[src/rtl/csev_pkg.sv]
package csev_pkg;

  // Fixed field widths of the block's ports.
  localparam int X_W    = 32;
  localparam int X_FRAC = 28;
  localparam int CNT_W  = 6;
  localparam int TOL_W  = 47;
  localparam int TERM_W = 48;

  // The shared multiplier takes one operand in chunks of this width.
  localparam int CHUNK_W    = 16;
  localparam int NUM_CHUNKS = TERM_W / CHUNK_W;

  // Quotient bits resolved per cycle by the iterative divider.
  localparam int DIV_RADIX_BITS = 4;

  typedef logic signed [TERM_W-1:0] term_t;

  localparam term_t TERM_MAX = {1'b0, {(TERM_W-1){1'b1}}};
  localparam term_t TERM_MIN = {1'b1, {(TERM_W-1){1'b0}}};

endpackage

[src/rtl/csev_div.sv]
module csev_div #(
  parameter int NUM_W = 39,
  parameter int DEN_W = 12
) (
  input  logic             clk,
  input  logic             rst_n,
  input  logic             go,
  input  logic [NUM_W-1:0] num,
  input  logic [DEN_W-1:0] den,
  output logic             done,
  output logic [NUM_W-1:0] quo
);

  localparam int RB    = csev_pkg::DIV_RADIX_BITS;
  localparam int STEPS = (NUM_W + RB - 1) / RB;
  localparam int SH_W  = STEPS * RB;
  localparam int STW   = $clog2(STEPS + 1);

  logic [SH_W-1:0]  num_sh_r, num_sh_nxt;
  logic [SH_W-1:0]  quo_r, quo_nxt;
  logic [DEN_W-1:0] rem_r, rem_nxt;
  logic [DEN_W-1:0] den_r;
  logic [STW-1:0]   step_r;
  logic             busy_r;
  logic             done_r;

  // Restoring division, several quotient bits per cycle. The remainder
  // stays below the divisor, so every trial subtract is narrow.
  always_comb begin
    logic [DEN_W-1:0] rem_v;
    logic [DEN_W:0]   trial;
    logic [RB-1:0]    qbits;
    rem_v = rem_r;
    qbits = '0;
    for (int j = 0; j < RB; j++) begin
      trial = {rem_v, num_sh_r[SH_W-1-j]};
      if (trial >= {1'b0, den_r}) begin
        trial = trial - {1'b0, den_r};
        qbits[RB-1-j] = 1'b1;
      end
      rem_v = trial[DEN_W-1:0];
    end
    rem_nxt    = rem_v;
    quo_nxt    = {quo_r[SH_W-RB-1:0], qbits};
    num_sh_nxt = num_sh_r << RB;
  end

  always_ff @(posedge clk) begin
    if (!rst_n) begin
      busy_r <= 1'b0;
      done_r <= 1'b0;
    end else begin
      done_r <= 1'b0;
      if (go) begin
        num_sh_r <= SH_W'(num);
        rem_r    <= '0;
        den_r    <= den;
        step_r   <= '0;
        busy_r   <= 1'b1;
      end else if (busy_r) begin
        num_sh_r <= num_sh_nxt;
        rem_r    <= rem_nxt;
        quo_r    <= quo_nxt;
        step_r   <= step_r + STW'(1);
        if (step_r == STW'(STEPS - 1)) begin
          busy_r <= 1'b0;
          done_r <= 1'b1;
        end
      end
    end
  end

  assign done = done_r;
  assign quo  = quo_r[NUM_W-1:0];

endmodule

[src/rtl/csev_mul.sv]
module csev_mul #(
  parameter int B_W = 39
) (
  input  logic                            clk,
  input  logic                            rst_n,
  input  logic                            go,
  input  logic [csev_pkg::TERM_W-1:0]     a,
  input  logic [B_W-1:0]                  b,
  output logic                            done,
  output logic [csev_pkg::TERM_W+B_W-1:0] prod
);

  localparam int A_W  = csev_pkg::TERM_W;
  localparam int CK_W = csev_pkg::CHUNK_W;
  localparam int NCH  = csev_pkg::NUM_CHUNKS;
  localparam int P_W  = A_W + B_W;
  localparam int CNTW = $clog2(NCH + 1);

  logic [A_W-1:0]  a_r;
  logic [B_W-1:0]  b_r;
  logic [P_W-1:0]  acc_r, acc_nxt;
  logic [CNTW-1:0] cnt_r;
  logic            busy_r;
  logic            done_r;
  logic [CK_W+B_W-1:0] pp;

  // Chunks of a are taken from the top down, so the accumulator only
  // shifts by a fixed amount before each partial product is added.
  assign pp      = a_r[A_W-1 -: CK_W] * b_r;
  assign acc_nxt = (acc_r << CK_W) + P_W'(pp);

  always_ff @(posedge clk) begin
    if (!rst_n) begin
      busy_r <= 1'b0;
      done_r <= 1'b0;
    end else begin
      done_r <= 1'b0;
      if (go) begin
        a_r    <= a;
        b_r    <= b;
        acc_r  <= '0;
        cnt_r  <= '0;
        busy_r <= 1'b1;
      end else if (busy_r) begin
        acc_r <= acc_nxt;
        a_r   <= a_r << CK_W;
        cnt_r <= cnt_r + CNTW'(1);
        if (cnt_r == CNTW'(NCH - 1)) begin
          busy_r <= 1'b0;
          done_r <= 1'b1;
        end
      end
    end
  end

  assign done = done_r;
  assign prod = acc_r;

endmodule

[src/rtl/cosine_series_evaluator.sv]
// Evaluates the Maclaurin series of cos(x) for x in signed Q4.28, giving a
// saturated Q16.32 sum (FRAC_BITS fraction bits), the last term, the number
// of term updates and convergence and overflow flags. A transaction is
// accepted when start is high while busy is low; busy then stays high until
// the cycle in which out_valid pulses for one cycle with the result, and the
// receiver must take it in that cycle. Before the first update x is squared in
// the shared multiplier. Most of each update is spent in the iterative
// divider, which resolves four quotient bits per cycle; the chunked multiplier
// forms three partial products for each product.
module cosine_series_evaluator #(
  parameter int MAX_TERMS = 32,
  parameter int FRAC_BITS = 32
) (
  input  logic                                clk,
  input  logic                                rst_n,
  input  logic                                start,
  output logic                                busy,
  input  logic                                in_cmd,
  input  logic signed [csev_pkg::X_W-1:0]     in_x,
  input  logic [csev_pkg::CNT_W-1:0]          in_term_count,
  input  logic [csev_pkg::TOL_W-1:0]          in_tolerance,
  output logic                                out_valid,
  output logic signed [csev_pkg::TERM_W-1:0]  out_series_sum,
  output logic signed [csev_pkg::TERM_W-1:0]  out_last_term,
  output logic [csev_pkg::CNT_W-1:0]          out_terms_added,
  output logic                                out_converged,
  output logic                                out_overflow
);

  localparam int TW    = csev_pkg::TERM_W;
  localparam int XW    = csev_pkg::X_W;
  localparam int X2W   = FRAC_BITS + 7;
  localparam int MBW   = (X2W > XW) ? X2W : XW;
  localparam int PW    = TW + MBW;
  localparam int CW    = $clog2(MAX_TERMS + 1);
  localparam int DW    = $clog2((2 * MAX_TERMS - 1) * (2 * MAX_TERMS) + 1);
  localparam int SQ_SH = 2 * csev_pkg::X_FRAC - FRAC_BITS;

  localparam csev_pkg::term_t ONE = csev_pkg::term_t'(1) << FRAC_BITS;

  typedef enum logic [2:0] {
    S_IDLE,
    S_SQR,
    S_CHECK,
    S_DIV,
    S_MUL,
    S_ACC
  } state_t;

  state_t                       state_r;
  logic                         cmd_r;
  logic [csev_pkg::TOL_W-1:0]   tol_r;
  logic [CW-1:0]                upd_r;
  logic [XW-1:0]                ax_r;
  logic [X2W-1:0]               x2_r;
  logic [X2W-1:0]               r_r;
  csev_pkg::term_t              term_r;
  csev_pkg::term_t              sum_r;
  logic [CW-1:0]                n_r;
  logic                         ovf_r;
  logic                         conv_r;
  logic                         out_valid_r;
  logic                         mul_go_r;
  logic                         div_go_r;

  logic [XW-1:0]                ax_in;
  logic [csev_pkg::CNT_W-1:0]   cnt_m1;
  logic [CW-1:0]                upd_in;
  logic [TW-1:0]                term_mag;
  logic                         tol_miss;
  logic                         more;
  logic [TW-1:0]                mul_a;
  logic [MBW-1:0]               mul_b;
  logic                         mul_done;
  logic [PW-1:0]                prod;
  logic [CW:0]                  odd_f, even_f;
  logic [2*CW+1:0]              d_full;
  logic [DW-1:0]                den;
  logic                         div_done;
  logic [X2W-1:0]               quo;
  logic                         prod_hi_nz;
  logic [TW-1:0]                prod_mid;
  logic                         new_neg;
  logic                         term_sat;
  csev_pkg::term_t              term_new;
  logic signed [TW:0]           sum_wide;
  logic                         sum_sat;
  csev_pkg::term_t              sum_new;

  assign ax_in  = in_x[XW-1] ? (XW'(0) - $unsigned(in_x)) : $unsigned(in_x);
  assign cnt_m1 = (in_term_count > csev_pkg::CNT_W'(1)) ?
                  (in_term_count - csev_pkg::CNT_W'(1)) : '0;
  assign upd_in = (32'(cnt_m1) > MAX_TERMS) ? CW'(MAX_TERMS) : CW'(cnt_m1);

  assign term_mag = term_r[TW-1] ? (TW'(0) - $unsigned(term_r)) : $unsigned(term_r);
  assign tol_miss = term_mag > TW'(tol_r);
  assign more     = cmd_r ? (tol_miss && (n_r < CW'(MAX_TERMS))) : (n_r < upd_r);

  // The multiplier squares |x| first and later forms |term| * r.
  assign mul_a = (state_r == S_SQR) ? TW'(ax_r) : term_mag;
  assign mul_b = (state_r == S_SQR) ? MBW'(ax_r) : MBW'(r_r);

  csev_mul #(
    .B_W (MBW)
  ) u_mul (
    .clk   (clk),
    .rst_n (rst_n),
    .go    (mul_go_r),
    .a     (mul_a),
    .b     (mul_b),
    .done  (mul_done),
    .prod  (prod)
  );

  // Divisor (2n+1)(2n+2) for update n.
  assign odd_f  = {n_r, 1'b1};
  assign even_f = {n_r, 1'b0} + (CW+1)'(2);
  assign d_full = odd_f * even_f;
  assign den    = d_full[DW-1:0];

  csev_div #(
    .NUM_W (X2W),
    .DEN_W (DW)
  ) u_div (
    .clk   (clk),
    .rst_n (rst_n),
    .go    (div_go_r),
    .num   (x2_r),
    .den   (den),
    .done  (div_done),
    .quo   (quo)
  );

  // The new term takes the opposite sign; a non-negative term turns negative.
  assign prod_hi_nz = |prod[PW-1:FRAC_BITS+TW];
  assign prod_mid   = prod[FRAC_BITS+TW-1:FRAC_BITS];
  assign new_neg    = !term_r[TW-1];

  always_comb begin
    if (new_neg) begin
      term_sat = prod_hi_nz || (prod_mid > $unsigned(csev_pkg::TERM_MIN));
      term_new = term_sat ? csev_pkg::TERM_MIN : csev_pkg::term_t'(TW'(0) - prod_mid);
    end else begin
      term_sat = prod_hi_nz || prod_mid[TW-1];
      term_new = term_sat ? csev_pkg::TERM_MAX : csev_pkg::term_t'(prod_mid);
    end
  end

  assign sum_wide = {sum_r[TW-1], sum_r} + {term_r[TW-1], term_r};
  assign sum_sat  = sum_wide[TW] != sum_wide[TW-1];
  assign sum_new  = !sum_sat ? sum_wide[TW-1:0] :
                    (sum_wide[TW] ? csev_pkg::TERM_MIN : csev_pkg::TERM_MAX);

  always_ff @(posedge clk) begin
    if (!rst_n) begin
      state_r     <= S_IDLE;
      out_valid_r <= 1'b0;
      mul_go_r    <= 1'b0;
      div_go_r    <= 1'b0;
    end else begin
      out_valid_r <= 1'b0;
      mul_go_r    <= 1'b0;
      div_go_r    <= 1'b0;
      unique case (state_r)
        S_IDLE: begin
          if (start) begin
            cmd_r    <= in_cmd;
            tol_r    <= in_tolerance;
            upd_r    <= upd_in;
            ax_r     <= ax_in;
            term_r   <= ONE;
            sum_r    <= ONE;
            n_r      <= '0;
            ovf_r    <= 1'b0;
            mul_go_r <= 1'b1;
            state_r  <= S_SQR;
          end
        end
        S_SQR: begin
          if (mul_done) begin
            x2_r    <= prod[SQ_SH +: X2W];
            state_r <= S_CHECK;
          end
        end
        S_CHECK: begin
          if (more) begin
            div_go_r <= 1'b1;
            state_r  <= S_DIV;
          end else begin
            conv_r      <= !cmd_r || !tol_miss;
            out_valid_r <= 1'b1;
            state_r     <= S_IDLE;
          end
        end
        S_DIV: begin
          if (div_done) begin
            r_r      <= quo;
            mul_go_r <= 1'b1;
            state_r  <= S_MUL;
          end
        end
        S_MUL: begin
          if (mul_done) begin
            term_r <= term_new;
            if (term_sat) begin
              ovf_r <= 1'b1;
            end
            state_r <= S_ACC;
          end
        end
        S_ACC: begin
          sum_r <= sum_new;
          if (sum_sat) begin
            ovf_r <= 1'b1;
          end
          n_r     <= n_r + CW'(1);
          state_r <= S_CHECK;
        end
      endcase
    end
  end

  assign busy            = (state_r != S_IDLE);
  assign out_valid       = out_valid_r;
  assign out_series_sum  = sum_r;
  assign out_last_term   = term_r;
  assign out_terms_added = csev_pkg::CNT_W'(n_r);
  assign out_converged   = conv_r;
  assign out_overflow    = ovf_r;

`ifndef SYNTHESIS
  a_result_ends_transaction: assert property (@(posedge clk) disable iff (!rst_n)
    out_valid |-> ($past(busy) && !busy))
    else $error("result strobe without a transaction in progress");

  a_start_goes_busy: assert property (@(posedge clk) disable iff (!rst_n)
    (start && !busy) |=> busy)
    else $error("accepted transaction did not raise busy");

  a_update_limit: assert property (@(posedge clk) disable iff (!rst_n)
    out_valid |-> (n_r <= CW'(MAX_TERMS)))
    else $error("term updates exceeded the limit");

  a_fixed_mode_converged: assert property (@(posedge clk) disable iff (!rst_n)
    (out_valid && !cmd_r) |-> (out_converged && (n_r == upd_r)))
    else $error("fixed-count transaction ended with a wrong count or flag");
`endif

endmodule

[config.mk]
export PLATFORM = sky130hd
export DESIGN_NAME = cosine_series_evaluator
export DESIGN_NICKNAME = d
export VERILOG_FILES = /design/src/rtl/csev_pkg.sv /design/src/rtl/csev_div.sv /design/src/rtl/csev_mul.sv /design/src/rtl/cosine_series_evaluator.sv
export SDC_FILE = /design/constraint.sdc
export NUM_CORES = 2
export LEC_CHECK = 0
export BUFFER_PORTS_ARGS = -buffer_cell sky130_fd_sc_hd__buf_2
export CAP_MARGIN = 20
export CORE_ASPECT_RATIO = 1.2
export CORE_UTILIZATION = 54
export DETAILED_ROUTE_END_ITERATION = 10
export PLACE_DENSITY_LB_ADDON = 0.12
export SYNTH_ARGS = -nofsm -noshare
export SYNTH_HDL_FRONTEND = slang
export SYNTH_SLANG_ARGS = --single-unit
[constraint.sdc]
create_clock -name clk -period 8.6 [get_ports clk]
set_input_delay 2.15 -clock clk [delete_from_list [all_inputs] [get_ports clk]]
set_output_delay 2.15 -clock clk [all_outputs]
set_load 0.01 [all_outputs]
==> run metrics <==
Post-synth EDFFs=550; Async SR Flop Fraction=0%; Placer Congestion=0.961; Global Route Usage Sum=31.4%; Synth area leader=edfxtp_1; maximum clock rate=122 MHz; Critical-path top delay cell=edfxtp_1; post-synthesis simple-gate area fraction=15.1%; Gate power share=68.1%; total gr overflow=0; first-pass GRT wire length=232000 um; first drt pass iteration count=6; synthesis-stage register bit count=560; diode count=0; largest net degree at the start of global routing=77; Pwr Density=366 nW/um^2; Slew Viols, Final=0; post-synthesis mux area share=1.72%; Final min period=8.20 ns; syn_nets=6260; # IOs=195; number of I/O port buffers=194; period utilization=95.3%; synthesis warning total=0; Synth top cells by count=nand2_1 (803), inv_1 (738), fa_1 (575); Worst Tran Pin Value=1.16 ns; initial drt markers=2883; top cell type's share of synthesized area=31.8%; kind of critical path=flop to flop; row count=124; DRC=0; sequential fraction of the synthesis area=32.2%; Fill cells=8247; CP Launch Type=flop; clock share of power=12.2%; CTS tree=done; DR vias=39603; Rel. slew slack=22.4%; final setup vio count=0; Core Footprint=95300 um^2; final layout net count=6394; Skew-Pair Late Insertion Delay=0.67 ns; Compound-Gate Fraction of Synth Area=10.3%; die extent in y=342 um; Area contributors post-synth=edfxtp_1 (32%), fa_1 (22%), ha_1 (7.8%); final HPWL from detailed placement=117000 um; vias in the first global route=40094; CTS Root Cell=clkbuf_16; Main synth FF type=edfxtp_1; cell count after synthesis=5271; initial core utilization=54.5%; Hold Vio Cnt, Final=0; switching part of the total power=49.5%; CP Max Fanout=7; wire per inst=22.7 um; largest family of logic cells by synthesized area=adder cells; XOR/XNOR Fraction of Synth Area=3.59%; Internal Power=10.5 mW; CTS Sinks=560; status=finished, final reports clean; share of cells above drive strength 1=10.0%; Worst Path Arrival=8.58 ns; Chip Width=285 um; Antenna Nets Post-Route=0; Maximum Capacitance Violations=0; Pleak=24.6 nW; worst min path class=flop to flop; most frequent cell after synthesis=nand2_1; Die ar.=97400 um^2; Sequential Power Share=19.7%; clock tree buffer depth=3; maximum level of the CTS H-tree=2; setup tns final=0 ns; Adder-Cell Fraction of Synth Area=30.0%; Syn Std Cell Area=51900 um^2; Synth cell types=80; Mean Syn Cell Area=9.85 um^2; CTS Buf Count=58; most used cell, CP=o21a_1; CP peak stage delay=0.37 ns; clk_skew=0.0296 ns; switching pwr=10.3 mW; hold slack=0.430 ns; unrepaired setup endpoints after global routing=false; Reg clk slew, reported paths=0.06 ns; initial antenna violation count=3; Peak VDD IR=0.537 mV; Crit. End Element=flop; Detailed Route WL=152000 um; Layout area overhead=9.13%; CP Data Required Time=8.98 ns; vias per inst=5.90
[cell families after synthesis]
logic type | count (synthesis)
muxes | 81
buffers and inverters | 979
AOI/OAI and AO/OA | 860
and+or+nand+nor | 1678
DFF | 560
xor gates and xnor gates | 213
adders and majority gates | 900
[path summary, 6_finish.rpt]
| path | startpoint | cells past startpoint | slack, ns | endpoint |
|---|---|---|---|---|
| worst max register to register | u_div.den_r[6] | 39 | 0.40 | u_div.rem_r[4] |
| worst min register to register | u_div.quo_r[35] | 0 | 0.43 | r_r[35] |
| worst max-delay path | u_div.den_r[6] | 39 | 0.40 | u_div.rem_r[4] |
| worst min-delay path | u_div.quo_r[35] | 0 | 0.43 | r_r[35] |
[stage by stage]
stage | power [mW] | util, % | instances | worst slack (ns) | area [um^2]
floorplan | 13.7 | - | 5271 | 0.0847 | 51900
global placement | 17.9 | 57.2 | 6588 | 0.157 | 54400
detailed placement | 17.9 | 57.2 | 6588 | 0.00294 | 54400
CTS | 20.7 | 59.2 | 6698 | 0.0157 | 56400
global route | 22.4 | 59.5 | 6715 | 0.00338 | 56700
finish | 20.7 | 59.5 | 6715 | 0.402 | 56700
[metal layers]
layer / GRT usage [%] / wire [um] / up-vias
met3: 4.58 / 9210 / 458
met4: 17.6 / 9890 / 4
met2: 54.6 / 76600 / 1414
met1: 37.3 / 56600 / 19913
li1: - / - / 17814
met5: 0 / 39 / -
[what timing repair did]
| action | in CTS | in global routing |
|---|---|---|
| hold buffers | 0 | 0 |
| gates resized for setup | 1 | 36 |
| pin swaps | 0 | 11 |
| gates cloned | 0 | 2 |
| setup buffers | 0 | 13 |
| endpoints found under the setup margin | 7 | 12 |
[sequential cells by signal, summed over array words and instances (netlist names), 2 cells and up]
| signal | count |
|---|---|
| u_mul.a_r | 48 |
| upd_r | 6 |
| r_r | 39 |
| u_div.rem_r | 12 |
| u_div.quo_r | 39 |
| ax_r | 32 |
| u_div.den_r | 11 |
| u_mul.prod | 87 |
| out_last_term | 48 |
| out_series_sum | 48 |
| x2_r | 39 |
| u_mul.cnt_r | 2 |
| tol_r | 47 |
| state_r | 3 |
| out_terms_added | 6 |
| u_mul.b_r | 39 |
| u_div.step_r | 4 |
| u_div.num_sh_r | 40 |
[critical path: cells and delay by family (launching register included)]
kind | cells | cell delay, ns
and+or+nand+nor | 7 | 0.98
muxes | 4 | 1.13
buffers and inverters | 7 | 1.01
DFF | 1 | 0.37
AOI/OAI and AO/OA | 17 | 3.22
adders and majority gates | 4 | 1.20
[area by class of cell]
class | count | area [um^2] | area share [%]
timing repair buffer | 313 | 1930 | 3.41
sequential | 560 | 16700 | 29.5
tap | 1260 | 1580 | 2.78
multi-input combinational | 3732 | 31700 | 56.0
clock buffer | 67 | 1510 | 2.66
inverter | 740 | 2780 | 4.91
clock inverter | 43 | 404 | 0.713
[placed cells by master (no fill, tap or decap), drive strengths merged, types with 20 or more instances in the layout]
cell / n
o21ai: 237
nor2: 252
clkbuf: 69
xnor2: 154
xor2: 59
mux2: 65
and3: 26
o21a: 29
nand2: 803
nor4: 33
a31oi: 30
fa: 575
o211ai: 24
or3: 40
nor2b: 36
nand3: 64
or4: 27
edfxtp: 550
nor3: 74
a21oi: 249
and2: 199
clkinv: 34
nand2b: 29
o31ai: 34
ha: 325
buf: 311
a21boi: 27
a21o: 91
o21bai: 26
inv: 743
a211oi: 20
nand4: 48
[power groups by stage]
stage                     logic, mW  registers (mW)  clock network [mW]
after floorplan                9.79            3.89                   0
after global placement         13.8            4.12                   0
after detailed placement       13.8            4.11                   0
after CTS                      14.0            4.07                2.56
after global routing           15.6            4.08                2.66
final                          14.1            4.08                2.53
No activity file was read; power rests on OpenSTA's default activity.
